### src/rtl/assert_macros.svh
// ---------------------------------------------------------------------------
// Assertion macros
// Shared concurrent assertion forms; clk and rst_n come from the using scope.
// ---------------------------------------------------------------------------
`ifndef ASSERT_MACROS_SVH
`define ASSERT_MACROS_SVH

// same-cycle implication
`define ASSERT_IMP(label, a, c, msg) \
  label: assert property (@(posedge clk) disable iff (!rst_n) (a) |-> (c)) else $error(msg);

// next-cycle implication
`define ASSERT_NXT(label, a, c, msg) \
  label: assert property (@(posedge clk) disable iff (!rst_n) (a) |=> (c)) else $error(msg);

`endif

### src/rtl/ga_ram.sv
// ---------------------------------------------------------------------------
// Generic RAM
// One write port, one read port with registered read data.
// ---------------------------------------------------------------------------
module ga_ram #(
  parameter int W = 8,
  parameter int D = 512,
  localparam int AW = $clog2(D)
) (
  input  logic          clk,
  input  logic          we,
  input  logic [AW-1:0] waddr,
  input  logic [W-1:0]  wdata,
  input  logic          re,
  input  logic [AW-1:0] raddr,
  output logic [W-1:0]  rdata
);

  logic [W-1:0] mem [D];

  always_ff @(posedge clk) begin
    if (we) begin
      mem[waddr] <= wdata;
    end
    if (re) begin
      rdata <= mem[raddr];
    end
  end

endmodule

### config.mk
export PLATFORM = sky130hd
export DESIGN_NAME = ga_ram
export DESIGN_NICKNAME = d
export VERILOG_FILES = /design/src/rtl/assert_macros.svh /design/src/rtl/ga_ram.sv
export SDC_FILE = /design/constraint.sdc
export NUM_CORES = 2
export LEC_CHECK = 0
export BUFFER_PORTS_ARGS = -buffer_cell sky130_fd_sc_hd__buf_2
export CAP_MARGIN = 15
export CORE_MARGIN = 2
export CORE_UTILIZATION = 35
export DETAILED_ROUTE_END_ITERATION = 10
export PLACE_DENSITY_LB_ADDON = 0.05
export SYNTH_ARGS = -nofsm -noshare
export SYNTH_HDL_FRONTEND = slang
export SYNTH_SLANG_ARGS = --single-unit
export TNS_END_PERCENT = 1
### constraint.sdc
create_clock -name clk -period 4 [get_ports clk]
set_input_delay 0.8 -clock clk [delete_from_list [all_inputs] [get_ports clk]]
set_output_delay 0.8 -clock clk [all_outputs]
set_load 0.02 [all_outputs]
==> impl_metrics.py <==
metrics = {
    "clock_tree": {
        "clk-insertion-delay-late_ns": 1.00,
        "cts_resized": 0,
        "cts_tree": "built",
        "cts_setup_buffers": 0,
        "cts_made_buffers": 457,
        "cts.path.max_buffers": 4,
        "cts.sink_count": 4104,
        "path_clk_slew_ns": 0.06,
        "cts_root_buf": "clkbuf_16",
        "htreeDepth": 5,
        "hold_buffers": 0,
    },
    "place": {
        "portBuffers": 36,
        "dpl.hpwl_mm": 326.0,
        "gp_congestion": 0.8064,
        "dpl_worst_slack_ns": -0.9100,
    },
    "synth": {
        "yosysSeqAreaShare_pct": 77.02,
        "synthTopCellsByCount": "edfxtp_1, mux2i_1, mux4_2",
        "synthFlopType": "edfxtp_1",
        "async_reset_ff_share_pct": 0,
        "synth.area.top_cells": "edfxtp_1, mux4_2, mux2i_1",
        "syn_inst": 8030,
        "synth_nets": 8059,
        "yosysWarnings": 0,
        "avgSynthCellArea_sq_um": 19.93,
        "ys_ff_latch": 4104,
        "synth_most_common_cell": "edfxtp_1",
        "netlist_area_sq_mm": 0.1600,
        "synth-edff-count": 4104,
        "ys_types": 50,
        "synth_area_leader_cell": "edfxtp_1",
        "synth_top_cell_area_share_pct": 77.02,
    },
    "layout": {
        "fin_nets": 9213,
        "layout-drive-gt1-share_pct": 26.43,
        "area_growth_pct": 18.65,
    },
    "setup_path": {
        "cp-start-kind": "primary input",
        "path_class": "in -> reg",
        "critical-path-slowest-cell": "nor4_1",
        "crit_fanout": 83,
        "path_common_cell": "nor4_1",
        "critical_path_required_ns": 4.86,
        "slowest_delay_ns": 0.94,
        "end_kind": "register",
        "rrSetupSlack_ns": 0.57,
        "crit_chain": "buf_8 -> or2_4 -> buf_12 -> o221ai_1 -> a21oi_1 -> nor4_1 -> buf_4 -> nand4_1 -> nor4_1 -> o2111a_1",
        "worst_ep_arrival_time_ns": 4.74,
    },
    "detailed_routing": {
        "wl_per_cell_microns": 32.31,
        "route.detailed.drc": 0,
        "drt-initial-drc-count": 7574,
        "viasPerCell": 5.373,
        "num_vias": 83610,
        "wl_mm": 502.8,
        "antenna_left": 0,
        "drtPass1Iterations": 5,
    },
    "global_route": {
        "grt_pass1_vias": 86020,
        "gr-total-overflow": 0,
        "antenna_found_initial": 29,
        "grt_max_degree": 121,
        "grtUsageTotal_pct": 21.43,
        "grt_pass1_wl_mm": 697.4,
    },
    "sta": {
        "final_hold_viol_count": 0,
        "setup_viol": 0,
        "max_slew.worst_pin.slew_ns": 1.232,
        "period_share_pct": 97.05,
        "fmax_ghz": 0.2576,
        "timing.final.ws_setup_ns": 0.1180,
        "drv_slew": 0,
        "rsz0062_at_grt": "no",
        "finClkSkew_ns": 0.04900,
        "slew_headroom_pct": 17.08,
        "fin_crit_ns": 3.882,
    },
    "flow_run": {
        "maxCapViolCount": 0,
    },
    "pwr": {
        "vdd_drop_max_mv": 0.3803,
        "p_total_uw": 92480,
        "power_density_mw_per_mm2": 487.1,
        "p_leak_uw": 0.06195,
    },
    "die": {
        "die-area_sq_mm": 0.4626,
        "num_rows": 248,
        "die_width_microns": 680.1,
        "ios": 37,
        "die_h_microns": 680.1,
        "floorplan.initialDensity_pct": 35.10,
        "coreArea_sq_mm": 0.4558,
    },
    "min_path": {
        "hold_path_class": "in -> reg",
    },
    "status": {
        "outcome": "finished, final reports clean",
    },
}
[stage by stage]
| step | hold slack (ns) | setup TNS [ns] | cells | utilization, % | area (sq um) |
|---|---|---|---|---|---|
| after floorplan | 0.8989 | 0 | 8030 | - | 160000 |
| after global placement | 1.256 | -6.361 | 14720 | 38.54 | 175700 |
| after detailed placement | 1.275 | -4.866 | 14720 | 38.55 | 175700 |
| after CTS | 0.1988 | 0 | 15550 | 41.64 | 189800 |
| after global routing | 0.2369 | 0 | 15550 | 41.64 | 189800 |
| final | 0.3078 | 0 | 15560 | 41.65 | 189800 |
[kinds of logic after synthesis]
logic type	after synthesis	share of synthesized area, %
flops	4104	77.02
simple gates	980	2.630
mux	1451	14.19
compound gates	979	4.311
buf+inv	516	1.848
[cells in the final DEF, fill, tap and decap left out, types with 108 or more instances in the layout]
| master | instances |
|---|---|
| buf_4 | 1028 |
| edfxtp_1 | 4104 |
| nor3_1 | 108 |
| clkbuf_16 | 463 |
| buf_12 | 144 |
| o21ai_0 | 118 |
| o221ai_1 | 371 |
| nor2_1 | 595 |
| a21oi_1 | 194 |
| o22ai_1 | 163 |
| mux4_2 | 654 |
| clkbuf_1 | 112 |
| mux2i_1 | 797 |
[routing by layer]
layer / vias up / GRT usage [%] / wire length [microns]
li1: 35850 / - / -
met1: 45020 / 30.69 / 225900
met2: 2196 / 35.18 / 242200
met3: 534 / 2.813 / 24390
met4: 2 / 4.309 / 10270
met5: - / 0 / 13
[registers in the layout, summed over array words and instances, names as in the netlist]
name,cells
rdata,8
mem,4096
[where the power goes]
| part | internal [uW] | total [uW] | leakage (uW) | switching (uW) |
|---|---|---|---|---|
| Combinational | 1720 | 5020 | 0.0182 | 3300 |
| Clock | 23000 | 40000 | 0.00687 | 17100 |
| Sequential | 47400 | 47400 | 0.0369 | 41.9 |
| Total | 72100 | 92500 | 0.0620 | 20400 |
[final timing paths]
| path | cells after the start | start | endpoint |
|---|---|---|---|
| setup / recovery | 10 | raddr[1] | rdata[2] |
| hold / removal | 1 | wdata[4] | mem[328][4] |
| setup reg to reg | 8 | mem[273][2] | rdata[2] |
| hold reg to reg | 7 | mem[374][1] | rdata[1] |
[area by class of cell]
type                    instances  area (sq um)
inverters                       3         20.02
diodes                         15         37.54
fillers                     40270        266000
flip-flops and latches       4104        123200
clock inverters               247          2069
clock buffers                 575         12010
well taps                    6000          7507
repair buffers               1208         10890
multi-input cells            3410         34080
[critical path, delay by kind of cell]
kind                   cells  cell delay (ns)
AO/OA/AOI/OAI              3             0.96
buffers and inverters      3             0.61
AND/OR/NAND/NOR            4             2.16
Note: power is estimated with default switching activity, not from simulation.
