$ cat config.mk
export PLATFORM = sky130hd
export DESIGN_NAME = ga_heur
export DESIGN_NICKNAME = d
export VERILOG_FILES = /design/src/rtl/ga_pkg.sv /design/src/rtl/ga_heur.sv
export VERILOG_INCLUDE_DIRS = /design/src /design/src/rtl
export SDC_FILE = /design/constraint.sdc
export NUM_CORES = 1
export LEC_CHECK = 0
export BUFFER_PORTS_ARGS = -buffer_cell sky130_fd_sc_hd__buf_4
export CORE_ASPECT_RATIO = 1.4
export CORE_MARGIN = 2
export CORE_UTILIZATION = 29
export CTS_CLUSTER_DIAMETER = 60
export DETAILED_ROUTE_END_ITERATION = 8
export PLACE_DENSITY = 0.55
export SKIP_CTS_REPAIR_TIMING = 1
export SYNTH_ARGS = -nofsm -noshare
export SYNTH_HDL_FRONTEND = slang
export SYNTH_SLANG_ARGS = --single-unit
$ cat constraint.sdc
create_clock -name clk -period 10.25 [get_ports clk]
set_input_delay 2.05 -clock clk [delete_from_list [all_inputs] [get_ports clk]]
set_output_delay 2.05 -clock clk [all_outputs]
set_load 0.005 [all_outputs]
$ cat src/rtl/assert_macros.svh
// ---------------------------------------------------------------------------
// Assertion macros
// Shared concurrent assertion forms; clk and rst_n come from the using scope.
// ---------------------------------------------------------------------------
`ifndef ASSERT_MACROS_SVH
`define ASSERT_MACROS_SVH

// same-cycle implication
`define ASSERT_IMP(label, a, c, msg) \
  label: assert property (@(posedge clk) disable iff (!rst_n) (a) |-> (c)) else $error(msg);

// next-cycle implication
`define ASSERT_NXT(label, a, c, msg) \
  label: assert property (@(posedge clk) disable iff (!rst_n) (a) |=> (c)) else $error(msg);

`endif

$ cat src/rtl/ga_pkg.sv
// ---------------------------------------------------------------------------
// Grid A* package
// Grid geometry, cell word layout, request codes and channel structs.
// ---------------------------------------------------------------------------
package ga_pkg;

  localparam int GRID_W     = 16;
  localparam int GRID_H     = 32;
  localparam int NCELLS     = GRID_W * GRID_H;
  localparam int OPEN_DEPTH = 2048;
  localparam int HEUR_W     = 22;
  localparam int HEUR_STEPS = 22;

  localparam logic [3:0] X_MAX = 4'(GRID_W - 1);
  localparam logic [4:0] Y_MAX = 5'(GRID_H - 1);

  localparam logic [9:0]  LOCAL_INF  = 10'd1023;
  localparam logic [9:0]  LOCAL_MAX  = 10'd1022;
  localparam logic [26:0] GLOBAL_INF = 27'h7FFFFFF;

  localparam logic [1:0] REQ_SET   = 2'd0;
  localparam logic [1:0] REQ_CLR   = 2'd1;
  localparam logic [1:0] REQ_SOLVE = 2'd2;
  localparam logic [1:0] REQ_QUERY = 2'd3;

  localparam logic [1:0] CFG_START_X = 2'd0;
  localparam logic [1:0] CFG_START_Y = 2'd1;
  localparam logic [1:0] CFG_END_X   = 2'd2;
  localparam logic [1:0] CFG_END_Y   = 2'd3;

  localparam logic [2:0] PD_NONE  = 3'd0;
  localparam logic [2:0] PD_UP    = 3'd1;
  localparam logic [2:0] PD_DOWN  = 3'd2;
  localparam logic [2:0] PD_LEFT  = 3'd3;
  localparam logic [2:0] PD_RIGHT = 3'd4;

  typedef struct packed {
    logic [1:0] req_type;
    logic [3:0] cell_x;
    logic [4:0] cell_y;
  } in_item_t;

  typedef struct packed {
    logic visited;
    logic on_path;
    logic reached;
  } out_item_t;

  typedef struct packed {
    logic        visited;
    logic        mark;
    logic [2:0]  parent;
    logic [9:0]  lc;
    logic [26:0] gc;
  } cell_t;

  typedef struct packed {
    logic       go;
    logic [3:0] x;
    logic [4:0] y;
  } heur_req_t;

  typedef struct packed {
    logic              busy;
    logic              done;
    logic [HEUR_W-1:0] value;
  } heur_rsp_t;

endpackage

$ cat src/rtl/ga_heur.sv
// ---------------------------------------------------------------------------
// Heuristic unit
// Euclidean distance to the goal in Q6.16, one root bit per cycle.
// ---------------------------------------------------------------------------
module ga_heur (
  input  logic             clk,
  input  logic             rst_n,
  input  ga_pkg::heur_req_t req,
  input  logic [3:0]       end_x,
  input  logic [4:0]       end_y,
  output ga_pkg::heur_rsp_t rsp
);
  import ga_pkg::*;

  `include "assert_macros.svh"

  logic              busy_r;
  logic              done_r;
  logic [4:0]        cnt_r;
  logic [43:0]       rad_r;
  logic [24:0]       rem_r;
  logic [HEUR_W-1:0] root_r;

  logic [3:0]  dx;
  logic [4:0]  dy;
  logic [10:0] sum_sq;
  logic [24:0] rem_sh;
  logic [24:0] trial;
  logic        ge;

  always_comb begin
    dx     = (req.x > end_x) ? req.x - end_x : end_x - req.x;
    dy     = (req.y > end_y) ? req.y - end_y : end_y - req.y;
    sum_sq = 11'({7'd0, dx} * {7'd0, dx}) + 11'({6'd0, dy} * {6'd0, dy});
    rem_sh = {rem_r[22:0], rad_r[43:42]};
    trial  = {1'b0, root_r, 2'b01};
    ge     = rem_sh >= trial;
  end

  always_ff @(posedge clk) begin
    if (!rst_n) begin
      busy_r <= 1'b0;
      done_r <= 1'b0;
      cnt_r  <= '0;
    end else begin
      done_r <= 1'b0;
      if (req.go) begin
        busy_r <= 1'b1;
        cnt_r  <= '0;
      end else if (busy_r) begin
        cnt_r <= cnt_r + 5'd1;
        if (cnt_r == 5'(HEUR_STEPS - 1)) begin
          busy_r <= 1'b0;
          done_r <= 1'b1;
        end
      end
    end
  end

  // radicand is the squared distance scaled by 2^32
  always_ff @(posedge clk) begin
    if (req.go) begin
      rad_r  <= {1'b0, sum_sq, 32'd0};
      rem_r  <= '0;
      root_r <= '0;
    end else if (busy_r) begin
      rad_r  <= {rad_r[41:0], 2'b00};
      rem_r  <= ge ? rem_sh - trial : rem_sh;
      root_r <= {root_r[HEUR_W-2:0], ge};
    end
  end

  assign rsp.busy  = busy_r;
  assign rsp.done  = done_r;
  assign rsp.value = root_r;

  `ASSERT_NXT(a_go_busy, req.go, busy_r, "heuristic start did not raise busy")
  `ASSERT_IMP(a_done_idle, done_r, !busy_r, "heuristic done while busy")
  `ASSERT_IMP(a_no_restart, busy_r, !req.go, "heuristic restarted while busy")

endmodule

==> parameters.txt <==
Parameter                              Value

Outcome
  Result of the run    complete, no violations

Drt
  Routed wirelength normalized by instance count    12.5 um
  Vias    about 4200
  Number of antenna-violating nets in the routed design    0
  Avg Vias per Cell    4.63
  Total length of routed wires    11.4 mm
  Detailed Route Iter0 Violations    141
  DRC viols    0
  TritonRoute pass-1 iters    4

Synth
  Number of library cell types mapped by synthesis    60
  Most area-consuming cells after synthesis    sky130_fd_sc_hd__dfxtp_1 19%, sky130_fd_sc_hd__ha_1 13%, sky130_fd_sc_hd__fa_1 8.1%, sky130_fd_sc_hd__mux2i_1 7.1%, sky130_fd_sc_hd__inv_1 6.5%
  Seq cells post-synth    64
  FFs w/ async S/R, synth    0%
  Post-synth design cell area    5470 um^2
  Number of synthesized flops with an enable pin    11
  Net count after synthesis    around 730
  Area share of the largest cell type after synthesis    19.4%
  Number of warning messages in the yosys log    0
  Seq/Total Area, Yosys    25.4%
  Syn avg cell area    roughly 8.7 um^2
  Most instantiated library cell after synthesis    sky130_fd_sc_hd__inv_1
  Cells after synthesis    approximately 630
  Most area-hungry cell type in the Yosys netlist    sky130_fd_sc_hd__dfxtp_1
  Most frequent cells after synthesis    94 x sky130_fd_sc_hd__inv_1, 82 x sky130_fd_sc_hd__nor2_1, 57 x sky130_fd_sc_hd__ha_1, 53 x sky130_fd_sc_hd__dfxtp_1, 41 x sky130_fd_sc_hd__a21oi_1
  Predominant post-synthesis flop cell    sky130_fd_sc_hd__dfxtp_1

Finish
  Number of fillers in the final layout    1976
  Final layout net count    764
  Fraction of layout instances using a drive strength above 1    12.9%
  Layout Area Growth over Synthesis    14.9%
  Final core area utilization    33.9%
  Inserted Diodes    0

Setup path
  Worst setup path start    req[1]
  Kind of end point of the critical path    flip-flop
  Biggest fanout along the worst timing path    7
  Nature of the critical path startpoint    input port
  Reg2Reg Launch Point    root_r[10]
  Worst Path Required    ~10 ns
  Path type of the worst setup path    in -> reg
  Arrival time at the worst endpoint    7.61 ns

STA
  Final Max Slew Viols    0
  Final Hold Vio Count    0
  Share of the cycle needed by the critical path after routing    73.8%
  Finish-stage setup viols    0
  Clock tree skew after final layout    0.00550 ns
  Minimum clock period    7.57 ns
  Worst Max-Slew Pin Slew    approximately 1.2 ns
  Maximum achievable frequency    between 0.1 and 0.15 GHz
  Max transition margin    22.3%
  RSZ-0062 raised after global routing    false
  Post-Route Setup TNS    0 ns

Power and ir drop
  LEAKAGE    2.83 nW
  Maximum VDD drop    213 uV
  Power Density    271 nW/um^2

Floorplanning
  Die X    120 um
  Die ar.    20000 um^2
  Number of placement rows    59
  Effective utilization at floorplan    29.5%
  Die boundary height    approximately 170 um
  Top-Level Pins    45
  Placeable core region    18500 um^2

GRT
  Antenna violations before repair    0
  Overall Global Routing Usage    12.2%
  Vias in the first global route    roughly 4400
  Leftover overflow at the end of global routing    0
  First-pass GRT wire length    20.2 mm
  Pin count of the biggest net entering global routing    76

Placed design
  Final HPWL DP    between 8 and 9 mm
  Global placement routability congestion    just under 0.8
  Port Buf Inserts    44

Clock network
  # clock sinks    64
  H-tree depth    3
  Clk_lat worst skew    0.33 ns
  Clock tree from TritonCTS    yes
  Root cell of the clock tree    sky130_fd_sc_hd__clkbuf_16
  Clock buffers created by TritonCTS    9
  CTS clk-pin slew, worst paths    0.05 ns
  Maximum buffer depth of the clock tree    2

Min path
  Worst hold path startpoint    rem_r[21]
  Worst hold-check path type    reg -> reg

Flow run
  Max Cap Violations    0
final timing paths:
check / end / slack, ns / cells past startpoint
worst max-delay path: rad_r[42] / 2.68 / 25
worst min-delay path: rem_r[21] / 0.49 / 2
worst max register to register: rem_r[10] / 6.78 / 10
worst min register to register: rem_r[21] / 0.49 / 2
cells by family (layout without fill, tap and decap cells):
family                     after synthesis  after routing  share of synthesized area (%)
AOI/OAI and AO/OA                      135            135                           17.6
xor gates and xnor gates                33             33                           5.29
adders and majority gates               79             79                           21.1
buffers and inverters                  119            155                           8.81
DFF                                     64             64                           25.4
muxes                                   45             45                           8.38
and+or+nand+nor                        157            157                           13.4
final cells by class:
type                    count  area, um^2  share of cell area, %
well taps                 244         305                   4.86
flip-flops and latches     64        1400                   22.2
multi-input cells         449        3590                   57.2
inverters                  96         360                   5.74
clock inverters             2        12.5                  0.199
repair buffers             44         330                   5.26
clock buffers              13         282                   4.48
registers in the layout, indices dropped and copies added, names as in the netlist:
name,flops
busy_r,1
cnt_r,5
done_r,1
rad_r,12
rem_r,23
root_r,22
worst max-delay path: stages:
cell and delay [ns]:
sky130_fd_sc_hd__buf_4 0.08, sky130_fd_sc_hd__inv_1 0.08, sky130_fd_sc_hd__ha_1 0.32, sky130_fd_sc_hd__nor2b_1 0.14
sky130_fd_sc_hd__o21a_1 0.14, sky130_fd_sc_hd__o21ai_1 0.07, sky130_fd_sc_hd__a21oi_2 0.28, sky130_fd_sc_hd__mux2i_1 0.14
sky130_fd_sc_hd__xnor2_1 0.41, sky130_fd_sc_hd__nor2_1 0.18, sky130_fd_sc_hd__fa_1 0.56, sky130_fd_sc_hd__inv_1 0.05
sky130_fd_sc_hd__fa_1 0.53, sky130_fd_sc_hd__inv_1 0.05, sky130_fd_sc_hd__fa_1 0.52, sky130_fd_sc_hd__inv_1 0.05
sky130_fd_sc_hd__fa_1 0.52, sky130_fd_sc_hd__inv_1 0.04, sky130_fd_sc_hd__ha_1 0.21, sky130_fd_sc_hd__fa_1 0.40
sky130_fd_sc_hd__a21o_1 0.19, sky130_fd_sc_hd__a21oi_1 0.21, sky130_fd_sc_hd__nor2b_1 0.07, sky130_fd_sc_hd__o31ai_1 0.20
sky130_fd_sc_hd__o32ai_1 0.10
report_power, final:
part	leakage, nW	internal, mW	total [mW]	switching, mW
Clock	0.143	0.190	0.300	0.110
Sequential	0.546	0.316	0.345	0.0290
Combinational	2.14	0.480	1.05	0.575
cells in the final DEF, fill, tap and decap left out, types with 4 or more instances in the layout:
| cell type | Yosys | final |
|---|---|---|
| sky130_fd_sc_hd__mux2_2 | 5 | 5 |
| sky130_fd_sc_hd__nor3_1 | 7 | 7 |
| sky130_fd_sc_hd__o31ai_1 | 5 | 5 |
| sky130_fd_sc_hd__ha_1 | 57 | 57 |
| sky130_fd_sc_hd__nand4_1 | 5 | 5 |
| sky130_fd_sc_hd__clkbuf_16 | 0 | 10 |
| sky130_fd_sc_hd__nor2_1 | 82 | 82 |
| sky130_fd_sc_hd__fa_1 | 22 | 22 |
| sky130_fd_sc_hd__buf_4 | 5 | 44 |
| sky130_fd_sc_hd__mux2i_1 | 39 | 39 |
| sky130_fd_sc_hd__nand2_1 | 21 | 21 |
| sky130_fd_sc_hd__o211ai_1 | 4 | 4 |
| sky130_fd_sc_hd__edfxtp_1 | 11 | 11 |
| sky130_fd_sc_hd__xor2_1 | 13 | 13 |
| sky130_fd_sc_hd__inv_1 | 94 | 94 |
| sky130_fd_sc_hd__nand2b_1 | 6 | 6 |
| sky130_fd_sc_hd__xnor2_1 | 20 | 20 |
| sky130_fd_sc_hd__and2_1 | 4 | 4 |
| sky130_fd_sc_hd__or2_2 | 4 | 4 |
| sky130_fd_sc_hd__a21o_1 | 19 | 19 |
| sky130_fd_sc_hd__dfxtp_1 | 53 | 52 |
| sky130_fd_sc_hd__a21oi_1 | 41 | 41 |
| sky130_fd_sc_hd__o21ai_0 | 13 | 13 |
| sky130_fd_sc_hd__a211oi_1 | 24 | 24 |
| sky130_fd_sc_hd__nand3_1 | 8 | 8 |
| sky130_fd_sc_hd__nor2b_1 | 5 | 5 |
metrics by stage:
stage	setup slack (ns)	cells	power (mW)	hold slack, ns	cell area, um^2
floorplan	2.72	632	1.23	0.449	5470
global placement	2.34	897	1.42	0.474	5990
detailed placement	2.32	897	1.42	0.480	5990
CTS	2.66	912	1.73	0.492	6280
global route	2.18	912	1.91	0.508	6280
finish	2.68	912	1.70	0.488	6280
routing by layer:
| layer | global-route usage, % | vias to the layer above | wire length (um) |
|---|---|---|---|
| li1 | - | 2212 | - |
| met3 | 2.36 | 11 | 364 |
| met4 | 4.19 | 0 | 181 |
| met2 | 22.8 | 52 | 5980 |
| met5 | 0 | - | 0 |
| met1 | 13.7 | 1950 | 4910 |
Note: power is estimated with default switching activity, not from simulation.
